--- src/hdl/iac_pkg.sv ---
// ---------------------------------------------------------------------------
// iac_pkg
// Shared constants for the motion activity classifier: register indexes,
// coefficient reset values and normalization constants.
// ---------------------------------------------------------------------------
package iac_pkg;

	localparam int SFB_DEFAULT = 8;

	localparam int CFG_IDX_W  = 4;
	localparam int CFG_DATA_W = 16;

	localparam logic [CFG_IDX_W-1:0] REG_HIGHPASS  = 4'd0;
	localparam logic [CFG_IDX_W-1:0] REG_LOWPASS   = 4'd1;
	localparam logic [CFG_IDX_W-1:0] REG_GAIT_RISE = 4'd2;
	localparam logic [CFG_IDX_W-1:0] REG_GAIT_FALL = 4'd3;
	localparam logic [CFG_IDX_W-1:0] REG_NOD_RISE  = 4'd4;
	localparam logic [CFG_IDX_W-1:0] REG_NOD_FALL  = 4'd5;
	localparam logic [CFG_IDX_W-1:0] REG_LOOK_RISE = 4'd6;
	localparam logic [CFG_IDX_W-1:0] REG_LOOK_FALL = 4'd7;

	localparam logic [15:0] RST_HIGHPASS  = 16'd63537;
	localparam logic [15:0] RST_LOWPASS   = 16'd8235;
	localparam logic [15:0] RST_GAIT_RISE = 16'd328;
	localparam logic [15:0] RST_GAIT_FALL = 16'd218;
	localparam logic [15:0] RST_NOD_RISE  = 16'd3277;
	localparam logic [15:0] RST_NOD_FALL  = 16'd328;
	localparam logic [15:0] RST_LOOK_RISE = 16'd2185;
	localparam logic [15:0] RST_LOOK_FALL = 16'd437;

	localparam int ONE_Q15 = 32768;

	// gait: 32768 * 100 / 16384 = 200 per state LSB (before the fraction shift)
	localparam int GAIT_SCALE = 200;

	// nod: q = round(env * 1024 / (75 * 2^F)); look: q = round(env * 64 / (25 * 2^F))
	localparam int NOD_SHIFT  = 11;
	localparam int LOOK_SHIFT = 7;
	localparam logic [6:0] NOD_DIV  = 7'd75;
	localparam logic [6:0] LOOK_DIV = 7'd25;
	localparam logic [6:0] SUP_DIV  = 7'd7;

	// reciprocals: floor(x / d) = (x * ceil(2^s / d)) >> s, exact below d * 32770
	localparam int NOD_RECIP  = 7158279;
	localparam int NOD_RSH    = 29;
	localparam int LOOK_RECIP = 5368710;
	localparam int LOOK_RSH   = 27;
	localparam int SUP_RECIP  = 4793491;
	localparam int SUP_RSH    = 25;

	// suppression: (10 * gait - 0.3 * 10) / 7, rounded
	localparam int SUP_SCALE = 10;
	localparam int SUP_START = 98304;
	localparam int SUP_ROUND = 3;

	// quotient saturates at 1.0 once the dividend reaches divisor * 32769
	localparam int SAT_MULT = 32769;

endpackage

--- src/hdl/imu_activity_classifier.sv ---
// ---------------------------------------------------------------------------
// imu_activity_classifier
// Band-pass envelope followers on two acceleration axes and envelope followers on two rate axes,
// normalized into gait, nod, look, suppression, social and total levels.
// ---------------------------------------------------------------------------
// An input transaction is taken only when idle and is processed by thirteen
// passes through the shared multiplier (operand load, multiply, writeback
// each) and two 16-step serial square roots; the last step stalls while
// the previous result waits for out_ready.
// Reset: asynchronous, clears all filter state and loads default coefficients.
module imu_activity_classifier import iac_pkg::*; #(
	parameter int STATE_FRACTION_BITS = SFB_DEFAULT
) (
	input  logic                  clk,
	input  logic                  arst_n,
	input  logic                  cfg_write,
	input  logic [CFG_IDX_W-1:0]  cfg_index,
	input  logic [CFG_DATA_W-1:0] cfg_data,
	input  logic                  in_valid,
	output logic                  in_ready,
	input  logic signed [15:0]    accel_lateral,
	input  logic signed [15:0]    accel_vertical,
	input  logic signed [15:0]    pitch_rate,
	input  logic signed [15:0]    yaw_rate,
	output logic                  out_valid,
	input  logic                  out_ready,
	output logic [15:0]           gait_level,
	output logic [15:0]           nod_level,
	output logic [15:0]           look_level,
	output logic [15:0]           walk_suppress,
	output logic [15:0]           social_level,
	output logic [15:0]           total_activity
);

	localparam int F    = STATE_FRACTION_BITS;
	localparam int HPW  = 18 + F;
	localparam int ENVW = 17 + F;
	localparam int RW   = 16 + F;
	localparam int AW   = 19 + F;
	localparam int BW   = 24;
	localparam int PW   = AW + BW;
	localparam int XW   = 28 + F;

	localparam logic signed [AW-1:0] ENV_MAX = $signed(AW'({ENVW{1'b1}}));
	localparam logic signed [PW-1:0] HP_HI   = $signed(PW'({(HPW-1){1'b1}}));
	localparam logic signed [PW-1:0] HP_LO   = -HP_HI - PW'(1);
	localparam logic signed [PW-1:0] RND16   = PW'(32768);
	localparam logic signed [PW-1:0] RND15   = PW'(16384);
	localparam logic signed [PW-1:0] RNDF    = PW'(2 ** (F - 1));
	localparam logic signed [PW-1:0] ONE_P   = PW'(ONE_Q15);

	typedef enum logic [3:0] {
		ST_IDLE, ST_HP, ST_BP, ST_ENV, ST_RATE, ST_GAIT, ST_NOD_DIV, ST_NOD_SQRT,
		ST_LOOK_DIV, ST_LOOK_SQRT, ST_SUP_DIV, ST_SOC, ST_DONE
	} state_t;

	typedef enum logic [1:0] {PH_LOAD, PH_RUN, PH_WB} phase_t;

	state_t state_q;
	phase_t phase_q;
	logic   sel_q;

	logic [15:0] hp_coeff_q, lp_coeff_q, gr_coeff_q, gf_coeff_q;
	logic [15:0] nr_coeff_q, nf_coeff_q, lr_coeff_q, lf_coeff_q;

	logic signed [HPW-1:0]  hp_q   [2];
	logic signed [15:0]     last_q [2];
	logic signed [HPW-1:0]  bp_q   [2];
	logic        [ENVW-1:0] env_q  [2];
	logic        [RW-1:0]   renv_q [2];
	logic signed [15:0]     acc_q  [2];
	logic signed [15:0]     rate_q [2];

	logic signed [AW-1:0] opa_q;
	logic signed [BW-1:0] opb_q;
	logic signed [PW-1:0] p_q;

	logic [15:0] gl_q, nodq_q, lookq_q, nl_q, ll_q, sup_q, soc_q, tot_q;

	logic [31:0] sq_v_q, sq_r_q;
	logic [3:0]  sq_k_q;

	logic        out_valid_q;
	logic [15:0] gait_o_q, nod_o_q, look_o_q, sup_o_q, soc_o_q, tot_o_q;

	// ratio set-up: dividend clipped at the saturation point, reciprocal by step
	logic [XW-1:0]        dv_y, dv_lim, dv_x, g10;
	logic [6:0]           dv_d;
	logic signed [BW-1:0] dv_m;
	logic [15:0]          sq_in;
	logic [31:0]          sq_bit, sq_trial;
	logic [16:0]          sq_res;

	always_comb begin
		g10 = XW'(gl_q) * XW'(SUP_SCALE);
		case (state_q)
			ST_NOD_DIV: begin
				dv_y = ((XW'(renv_q[0]) << NOD_SHIFT) + (XW'(NOD_DIV) << F)) >> (F + 1);
				dv_d = NOD_DIV;
				dv_m = BW'(NOD_RECIP);
			end
			ST_LOOK_DIV: begin
				dv_y = ((XW'(renv_q[1]) << LOOK_SHIFT) + (XW'(LOOK_DIV) << F)) >> (F + 1);
				dv_d = LOOK_DIV;
				dv_m = BW'(LOOK_RECIP);
			end
			ST_SUP_DIV: begin
				dv_y = (g10 > XW'(SUP_START)) ? (g10 - XW'(SUP_START) + XW'(SUP_ROUND)) : '0;
				dv_d = SUP_DIV;
				dv_m = BW'(SUP_RECIP);
			end
			default: begin
				dv_y = '0;
				dv_d = SUP_DIV;
				dv_m = BW'(SUP_RECIP);
			end
		endcase
		dv_lim   = XW'(dv_d) * XW'(SAT_MULT);
		dv_x     = (dv_y > dv_lim) ? dv_lim : dv_y;
		sq_in    = (state_q == ST_LOOK_SQRT) ? lookq_q : nodq_q;
		sq_bit   = 32'd1 << {sq_k_q, 1'b0};
		sq_trial = sq_r_q + sq_bit;
		sq_res   = 17'(sq_r_q[15:0]) + 17'(sq_v_q > sq_r_q);
	end

	// operand selection
	logic signed [AW-1:0] hp_x, acc_x, last_x, bp_x, bp_abs, mag, env_x, renv_x, rmag;
	logic signed [16:0]   r17, rate_abs;
	logic [16:0]          soc_sum, soc_cl;
	logic signed [AW-1:0] opa_d;
	logic signed [BW-1:0] opb_d;

	always_comb begin
		hp_x     = AW'(hp_q[sel_q]);
		acc_x    = AW'(acc_q[sel_q]);
		last_x   = AW'(last_q[sel_q]);
		bp_x     = AW'(bp_q[sel_q]);
		bp_abs   = (bp_x < 0) ? -bp_x : bp_x;
		mag      = (bp_abs > ENV_MAX) ? ENV_MAX : bp_abs;
		env_x    = $signed(AW'(env_q[sel_q]));
		renv_x   = $signed(AW'(renv_q[sel_q]));
		r17      = 17'(rate_q[sel_q]);
		rate_abs = (r17 < 0) ? -r17 : r17;
		rmag     = $signed(AW'(rate_abs)) <<< F;
		soc_sum  = 17'(nl_q) + 17'(ll_q);
		soc_cl   = (soc_sum > 17'(ONE_Q15)) ? 17'(ONE_Q15) : soc_sum;
		opa_d    = '0;
		opb_d    = '0;
		case (state_q)
			ST_HP: begin
				opa_d = hp_x + ((acc_x - last_x) <<< F);
				opb_d = BW'(hp_coeff_q);
			end
			ST_BP: begin
				opa_d = hp_x - bp_x;
				opb_d = BW'(lp_coeff_q);
			end
			ST_ENV: begin
				opa_d = mag - env_x;
				opb_d = (mag > env_x) ? BW'(gr_coeff_q) : BW'(gf_coeff_q);
			end
			ST_RATE: begin
				opa_d = rmag - renv_x;
				if (sel_q)
					opb_d = (rmag > renv_x) ? BW'(lr_coeff_q) : BW'(lf_coeff_q);
				else
					opb_d = (rmag > renv_x) ? BW'(nr_coeff_q) : BW'(nf_coeff_q);
			end
			ST_GAIT: begin
				opa_d = (env_q[0] < env_q[1]) ? $signed(AW'(env_q[0])) :
					$signed(AW'(env_q[1]));
				opb_d = BW'(GAIT_SCALE);
			end
			ST_NOD_DIV, ST_LOOK_DIV, ST_SUP_DIV: begin
				opa_d = $signed(AW'(dv_x));
				opb_d = dv_m;
			end
			ST_SOC: begin
				opa_d = $signed(AW'(soc_cl));
				opb_d = $signed(BW'(ONE_Q15) - BW'(sup_q));
			end
			default: begin
				opa_d = '0;
				opb_d = '0;
			end
		endcase
	end

	// writeback arithmetic
	logic signed [PW-1:0] rq, bp_sum, env_sum, renv_sum, g_sh, s_sh, q_sh;
	logic signed [HPW-1:0] hp_new, bp_new;
	logic [15:0] gl_d, soc_d, tot_d, q_d;
	logic [16:0] tot_sum;

	always_comb begin
		rq       = (p_q + RND16) >>> 16;
		hp_new   = (rq > HP_HI) ? HPW'(HP_HI) : ((rq < HP_LO) ? HPW'(HP_LO) : HPW'(rq));
		bp_sum   = PW'(bp_q[sel_q]) + rq;
		bp_new   = (bp_sum > HP_HI) ? HPW'(HP_HI) :
			((bp_sum < HP_LO) ? HPW'(HP_LO) : HPW'(bp_sum));
		env_sum  = $signed(PW'(env_q[sel_q])) + rq;
		renv_sum = $signed(PW'(renv_q[sel_q])) + rq;
		g_sh     = (p_q + RNDF) >>> F;
		gl_d     = (g_sh > ONE_P) ? 16'(ONE_Q15) : g_sh[15:0];
		s_sh     = (p_q + RND15) >>> 15;
		soc_d    = s_sh[15:0];
		tot_sum  = 17'(soc_d) + 17'(gl_q);
		tot_d    = (tot_sum > 17'(ONE_Q15)) ? 16'(ONE_Q15) : tot_sum[15:0];
		case (state_q)
			ST_NOD_DIV:  q_sh = p_q >>> NOD_RSH;
			ST_LOOK_DIV: q_sh = p_q >>> LOOK_RSH;
			default:     q_sh = p_q >>> SUP_RSH;
		endcase
		q_d      = (q_sh > ONE_P) ? 16'(ONE_Q15) : q_sh[15:0];
	end

	assign in_ready       = (state_q == ST_IDLE);
	assign out_valid      = out_valid_q;
	assign gait_level     = gait_o_q;
	assign nod_level      = nod_o_q;
	assign look_level     = look_o_q;
	assign walk_suppress  = sup_o_q;
	assign social_level   = soc_o_q;
	assign total_activity = tot_o_q;

	always_ff @(posedge clk or negedge arst_n) begin
		if (!arst_n) begin
			state_q     <= ST_IDLE;
			phase_q     <= PH_LOAD;
			sel_q       <= 1'b0;
			out_valid_q <= 1'b0;
			hp_coeff_q  <= RST_HIGHPASS;
			lp_coeff_q  <= RST_LOWPASS;
			gr_coeff_q  <= RST_GAIT_RISE;
			gf_coeff_q  <= RST_GAIT_FALL;
			nr_coeff_q  <= RST_NOD_RISE;
			nf_coeff_q  <= RST_NOD_FALL;
			lr_coeff_q  <= RST_LOOK_RISE;
			lf_coeff_q  <= RST_LOOK_FALL;
			for (int i = 0; i < 2; i++) begin
				hp_q[i]   <= '0;
				last_q[i] <= '0;
				bp_q[i]   <= '0;
				env_q[i]  <= '0;
				renv_q[i] <= '0;
			end
		end else begin
			if (cfg_write) begin
				case (cfg_index)
					REG_HIGHPASS:  hp_coeff_q <= cfg_data;
					REG_LOWPASS:   lp_coeff_q <= cfg_data;
					REG_GAIT_RISE: gr_coeff_q <= cfg_data;
					REG_GAIT_FALL: gf_coeff_q <= cfg_data;
					REG_NOD_RISE:  nr_coeff_q <= cfg_data;
					REG_NOD_FALL:  nf_coeff_q <= cfg_data;
					REG_LOOK_RISE: lr_coeff_q <= cfg_data;
					REG_LOOK_FALL: lf_coeff_q <= cfg_data;
					default: ;
				endcase
			end

			// in the final step the result register is reloaded instead
			if (out_valid_q && out_ready && state_q != ST_DONE)
				out_valid_q <= 1'b0;

			case (state_q)
				ST_IDLE: begin
					if (in_valid) begin
						acc_q[0]  <= accel_lateral;
						acc_q[1]  <= accel_vertical;
						rate_q[0] <= pitch_rate;
						rate_q[1] <= yaw_rate;
						sel_q     <= 1'b0;
						phase_q   <= PH_LOAD;
						state_q   <= ST_HP;
					end
				end
				ST_HP, ST_BP, ST_ENV, ST_RATE, ST_GAIT, ST_NOD_DIV, ST_LOOK_DIV,
				ST_SUP_DIV, ST_SOC: begin
					case (phase_q)
						PH_LOAD: begin
							opa_q   <= opa_d;
							opb_q   <= opb_d;
							phase_q <= PH_RUN;
						end
						PH_RUN: begin
							p_q     <= PW'(opa_q) * PW'(opb_q);
							phase_q <= PH_WB;
						end
						default: begin
							phase_q <= PH_LOAD;
							case (state_q)
								ST_HP: begin
									hp_q[sel_q]   <= hp_new;
									last_q[sel_q] <= acc_q[sel_q];
									state_q       <= ST_BP;
								end
								ST_BP: begin
									bp_q[sel_q] <= bp_new;
									state_q     <= ST_ENV;
								end
								ST_ENV: begin
									env_q[sel_q] <= env_sum[ENVW-1:0];
									sel_q        <= ~sel_q;
									state_q      <= sel_q ? ST_RATE : ST_HP;
								end
								ST_RATE: begin
									renv_q[sel_q] <= renv_sum[RW-1:0];
									sel_q         <= ~sel_q;
									state_q       <= sel_q ? ST_GAIT : ST_RATE;
								end
								ST_GAIT: begin
									gl_q    <= gl_d;
									state_q <= ST_NOD_DIV;
								end
								ST_NOD_DIV: begin
									nodq_q  <= q_d;
									state_q <= ST_NOD_SQRT;
								end
								ST_LOOK_DIV: begin
									lookq_q <= q_d;
									state_q <= ST_LOOK_SQRT;
								end
								ST_SUP_DIV: begin
									sup_q   <= q_d;
									state_q <= ST_SOC;
								end
								default: begin
									soc_q   <= soc_d;
									tot_q   <= tot_d;
									state_q <= ST_DONE;
								end
							endcase
						end
					endcase
				end
				ST_NOD_SQRT, ST_LOOK_SQRT: begin
					case (phase_q)
						PH_LOAD: begin
							sq_v_q  <= {1'b0, sq_in, 15'd0};
							sq_r_q  <= '0;
							sq_k_q  <= 4'd15;
							phase_q <= PH_RUN;
						end
						PH_RUN: begin
							if (sq_v_q >= sq_trial) begin
								sq_v_q <= sq_v_q - sq_trial;
								sq_r_q <= (sq_r_q >> 1) + sq_bit;
							end else begin
								sq_r_q <= sq_r_q >> 1;
							end
							sq_k_q <= sq_k_q - 4'd1;
							if (sq_k_q == 4'd0)
								phase_q <= PH_WB;
						end
						default: begin
							phase_q <= PH_LOAD;
							if (state_q == ST_NOD_SQRT) begin
								nl_q    <= sq_res[15:0];
								state_q <= ST_LOOK_DIV;
							end else begin
								ll_q    <= sq_res[15:0];
								state_q <= ST_SUP_DIV;
							end
						end
					endcase
				end
				ST_DONE: begin
					if (!out_valid_q || out_ready) begin
						gait_o_q    <= gl_q;
						nod_o_q     <= nl_q;
						look_o_q    <= ll_q;
						sup_o_q     <= sup_q;
						soc_o_q     <= soc_q;
						tot_o_q     <= tot_q;
						out_valid_q <= 1'b1;
						state_q     <= ST_IDLE;
					end
				end
				default: state_q <= ST_IDLE;
			endcase
		end
	end

endmodule
--- config.mk ---
export PLATFORM = sky130hd
export DESIGN_NAME = imu_activity_classifier
export DESIGN_NICKNAME = d
export VERILOG_FILES = /design/src/hdl/iac_pkg.sv /design/src/hdl/imu_activity_classifier.sv
export SDC_FILE = /design/constraint.sdc
export NUM_CORES = 2
export LEC_CHECK = 0
export ABC_AREA = 1
export BUFFER_PORTS_ARGS = -buffer_cell sky130_fd_sc_hd__buf_2
export CAP_MARGIN = 20
export CORE_MARGIN = 5
export CORE_UTILIZATION = 65
export CTS_BUF_LIST = sky130_fd_sc_hd__clkbuf_4 sky130_fd_sc_hd__clkbuf_8 sky130_fd_sc_hd__clkbuf_16
export DETAILED_ROUTE_END_ITERATION = 10
export GPL_TIMING_DRIVEN = 1
export PLACE_DENSITY = 0.82
export SKIP_LAST_GASP = 1
export SYNTH_ARGS = -nofsm -noshare
export SYNTH_HDL_FRONTEND = slang
export SYNTH_SLANG_ARGS = --single-unit
--- constraint.sdc ---
create_clock -name clk -period 8.5 [get_ports clk]
set_input_delay 0.425 -clock clk [delete_from_list [all_inputs] [get_ports clk]]
set_output_delay 0.425 -clock clk [all_outputs]
set_load 0.01 [all_outputs]
==> results.py <==
metrics = {
    "status": {
        "outcome": "complete, no violations",
    },
    "route": {
        "dr.first_iter.drc_count": 9256,
        "wire_per_inst_um": 23.76,
        "via_per_inst": 6.129,
        "drtPass1Iterations": 7,
        "drc": 0,
        "totalWireLength_mm": 280.5,
        "ant_nets": 0,
        "via_count": 72350,
    },
    "critical_path": {
        "crit_arrival_ns": 8.55,
        "worst-setup-path-type": "reg -> reg",
        "startpoint_type": "flip-flop",
        "cp_max_fo": 21,
        "end_kind": "flip-flop",
        "crit_top_cell": "nand2_1",
        "r2r_cells": 27,
        "slowest_stage": "nor4_2",
        "cpPeakStageDelay_ns": 0.97,
        "required_ns": 9.07,
    },
    "yosys": {
        "synth_edf_count": 448,
        "synth_cell_types": 74,
        "async_flop_share_pct": 45.23,
        "synth_top_family_by_area": "adder cells",
        "synth.avg_cell_area_um2": 7.980,
        "ys_ff_latch": 818,
        "synth_seq_area_share_pct": 28.78,
        "syn_nets": 11220,
        "yosys-mux-area-fraction_pct": 0.2531,
        "synth_compound_area_share_pct": 11.74,
        "synth-main-ff-cell": "edfxtp_1",
        "synth_area_um2": 79100,
        "synth_fa_ha_area_share_pct": 25.70,
        "synthCells": 9912,
        "synthSimpleGateAreaFrac_pct": 18.99,
        "synth_warnings": 0,
        "synth-xor-area-share_pct": 4.141,
    },
    "clock_tree": {
        "htreeDepth": 3,
        "path_clk_slew_ns": 0.06,
        "clk_latency_ns": 0.77,
        "root_buffer": "clkbuf_16",
        "numCtsBuffers": 91,
        "cts.path.max_buffers": 3,
        "tritoncts": "yes",
        "cts_sinks": 818,
    },
    "sta": {
        "clock_skew_ns": 0.09041,
        "timing.final.ws_setup_ns": 0.5181,
        "fin_crit_sh_pct": 93.90,
        "rsz0062_at_grt": "false",
        "setup_tns_ns": 0,
        "tightest_slew_ns": 1.233,
        "setup_viol": 0,
        "max_slew_margin_pct": 17.13,
        "finalMaxSlewViolations": 0,
        "finalHoldViolations": 0,
        "fin_crit_ns": 7.982,
        "clock.fmax_mhz": 125.3,
    },
    "grt": {
        "grt_max_degree": 86,
        "grt_most_used_layer": "met2",
        "antenna_found_initial": 13,
        "grt_use_met2_pct": 64.76,
        "grt_pass1_vias": 71540,
        "grt_pass1_wl_mm": 424.3,
        "grt_usage_pct": 42.72,
        "use_met3_pct": 11.22,
        "grtUsageMet1_pct": 55.71,
        "overflow": 0,
    },
    "finish": {
        "layout-drive-gt1-share_pct": 6.999,
        "nNetsFinal": 11410,
        "layout_commonest_cell": "nand2_1",
        "area_growth_pct": 8.864,
        "finish.utilization_pct": 70.93,
        "most-common-layout-cells": "nand2_1 (2323), inv_1 (1810), o21ai_0 (748), fa_1 (683), nor2_1 (597)",
    },
    "floorplan": {
        "core-area_um2": 121400,
        "fp.dieW_um": 358.8,
        "start_util_pct": 65.16,
        "fp.dieH_um": 358.8,
        "pin_count": 187,
        "rows": 128,
        "die_area_um2": 128800,
    },
    "placement": {
        "dp_slack_ns": 0.9057,
        "gp_congestion": 1.029,
        "dp_hpwl_mm": 219.1,
        "portBuffers": 186,
    },
    "min_path": {
        "hp-class": "in -> async",
    },
    "job": {
        "drv_cap": 0,
    },
}
==> layout make-up <==
type	count	area, µm²
Antenna cell	7	17.52
Clock buffer	115	2512
Clock inverter	50	661.9
Fill cell	9262	35290
Inverter	1834	6887
Multi-Input combinational cell	6940	48230
Sequential cell	818	22770
Tap cell	1625	2033
Timing Repair Buffer	416	3007
==> worst max-delay path, delay by kind of cell (launching register included) <==
| kind | cells | cell delay, ns |
|---|---|---|
| DFF | 1 | 0.46 |
| AOI/OAI and AO/OA | 6 | 1.66 |
| xor gates and xnor gates | 1 | 0.22 |
| buffers and inverters | 3 | 0.54 |
| and+or+nand+nor | 12 | 3.40 |
| adders and majority gates | 5 | 1.50 |
==> sequential cells by signal, indices dropped and copies added, names as in the netlist, 21 cells and up <==
signal,flops
bp_q,52
last_q,32
sq_r_q,32
opa_q,27
p_q,44
env_q,50
renv_q,48
sq_v_q,32
opb_q,21
rate_q,32
acc_q,32
hp_q,52
==> per-layer routing <==
metal  wire, µm  share of wire (%)  vias up
li1           -                  -    31980
met1     102600                 37    34480
met3      35480                 13     1007
met2     121500                 43     4885
met5         37              0.013        -
met4      20970                7.5        6
==> stage by stage <==
| stage | area [µm²] | hold slack [ns] | instances |
|---|---|---|---|
| after floorplan | 79100 | 0.1294 | 9912 |
| after CTS | 85870 | 0.05817 | 11790 |
| after global routing | 86100 | 0.1576 | 11800 |
| after global placement | 81870 | 0.3318 | 11540 |
| after detailed placement | 81890 | 0.3445 | 11540 |
| final | 86110 | 0.1661 | 11810 |
==> final timing paths <==
path	startpoint	endpoint	slack (ns)
min reg2reg	tot_q[3]	total_activity[3]	0.42
max in group asynchronous	arst_n	nf_coeff_q[7]	6.28
min in group clk	cfg_index[0]	lf_coeff_q[8]	0.17
min	arst_n	phase_q[0]	0.17
max	sq_k_q[0]	sq_r_q[30]	0.52
max reg2reg	sq_k_q[0]	sq_r_q[30]	0.52
==> cell families after synthesis <==
family / Yosys count
xor gates and xnor gates: 374
adders and majority gates: 1215
and+or+nand+nor: 3638
buffers and inverters: 2154
AOI/OAI and AO/OA: 1693
muxes: 20
DFF: 818
==> Yosys cell counts, drive strengths merged (39+ instances only) <==
cell / number / area share [%]
nand4: 90 / 0.71
o21ai: 825 / 5.2
nand2: 2332 / 11
a31oi: 41 / 0.32
nand3: 285 / 1.8
buf: 56 / 0.43
a21oi: 563 / 3.6
dfstp: 41 / 1.4
nor4: 39 / 0.32
nor3: 153 / 1.0
xor2: 279 / 3.1
inv: 1827 / 8.7
ha: 532 / 8.4
fa: 683 / 17
xnor2: 95 / 1.1
or2: 91 / 0.72
nor2: 621 / 3.0
dfrtp: 329 / 10
clkbuf: 264 / 1.3
edfxtp: 448 / 17
==> what timing repair did <==
action                     CTS  global route
gates resized for setup      0             0
setup buffers                0             0
hold buffers                81             0
hold endpoints to repair   107             0
setup endpoints to repair    0             0
Power is not shown: default switching activity piles up to over one toggle a cycle in this logic, so the estimate is an artifact.
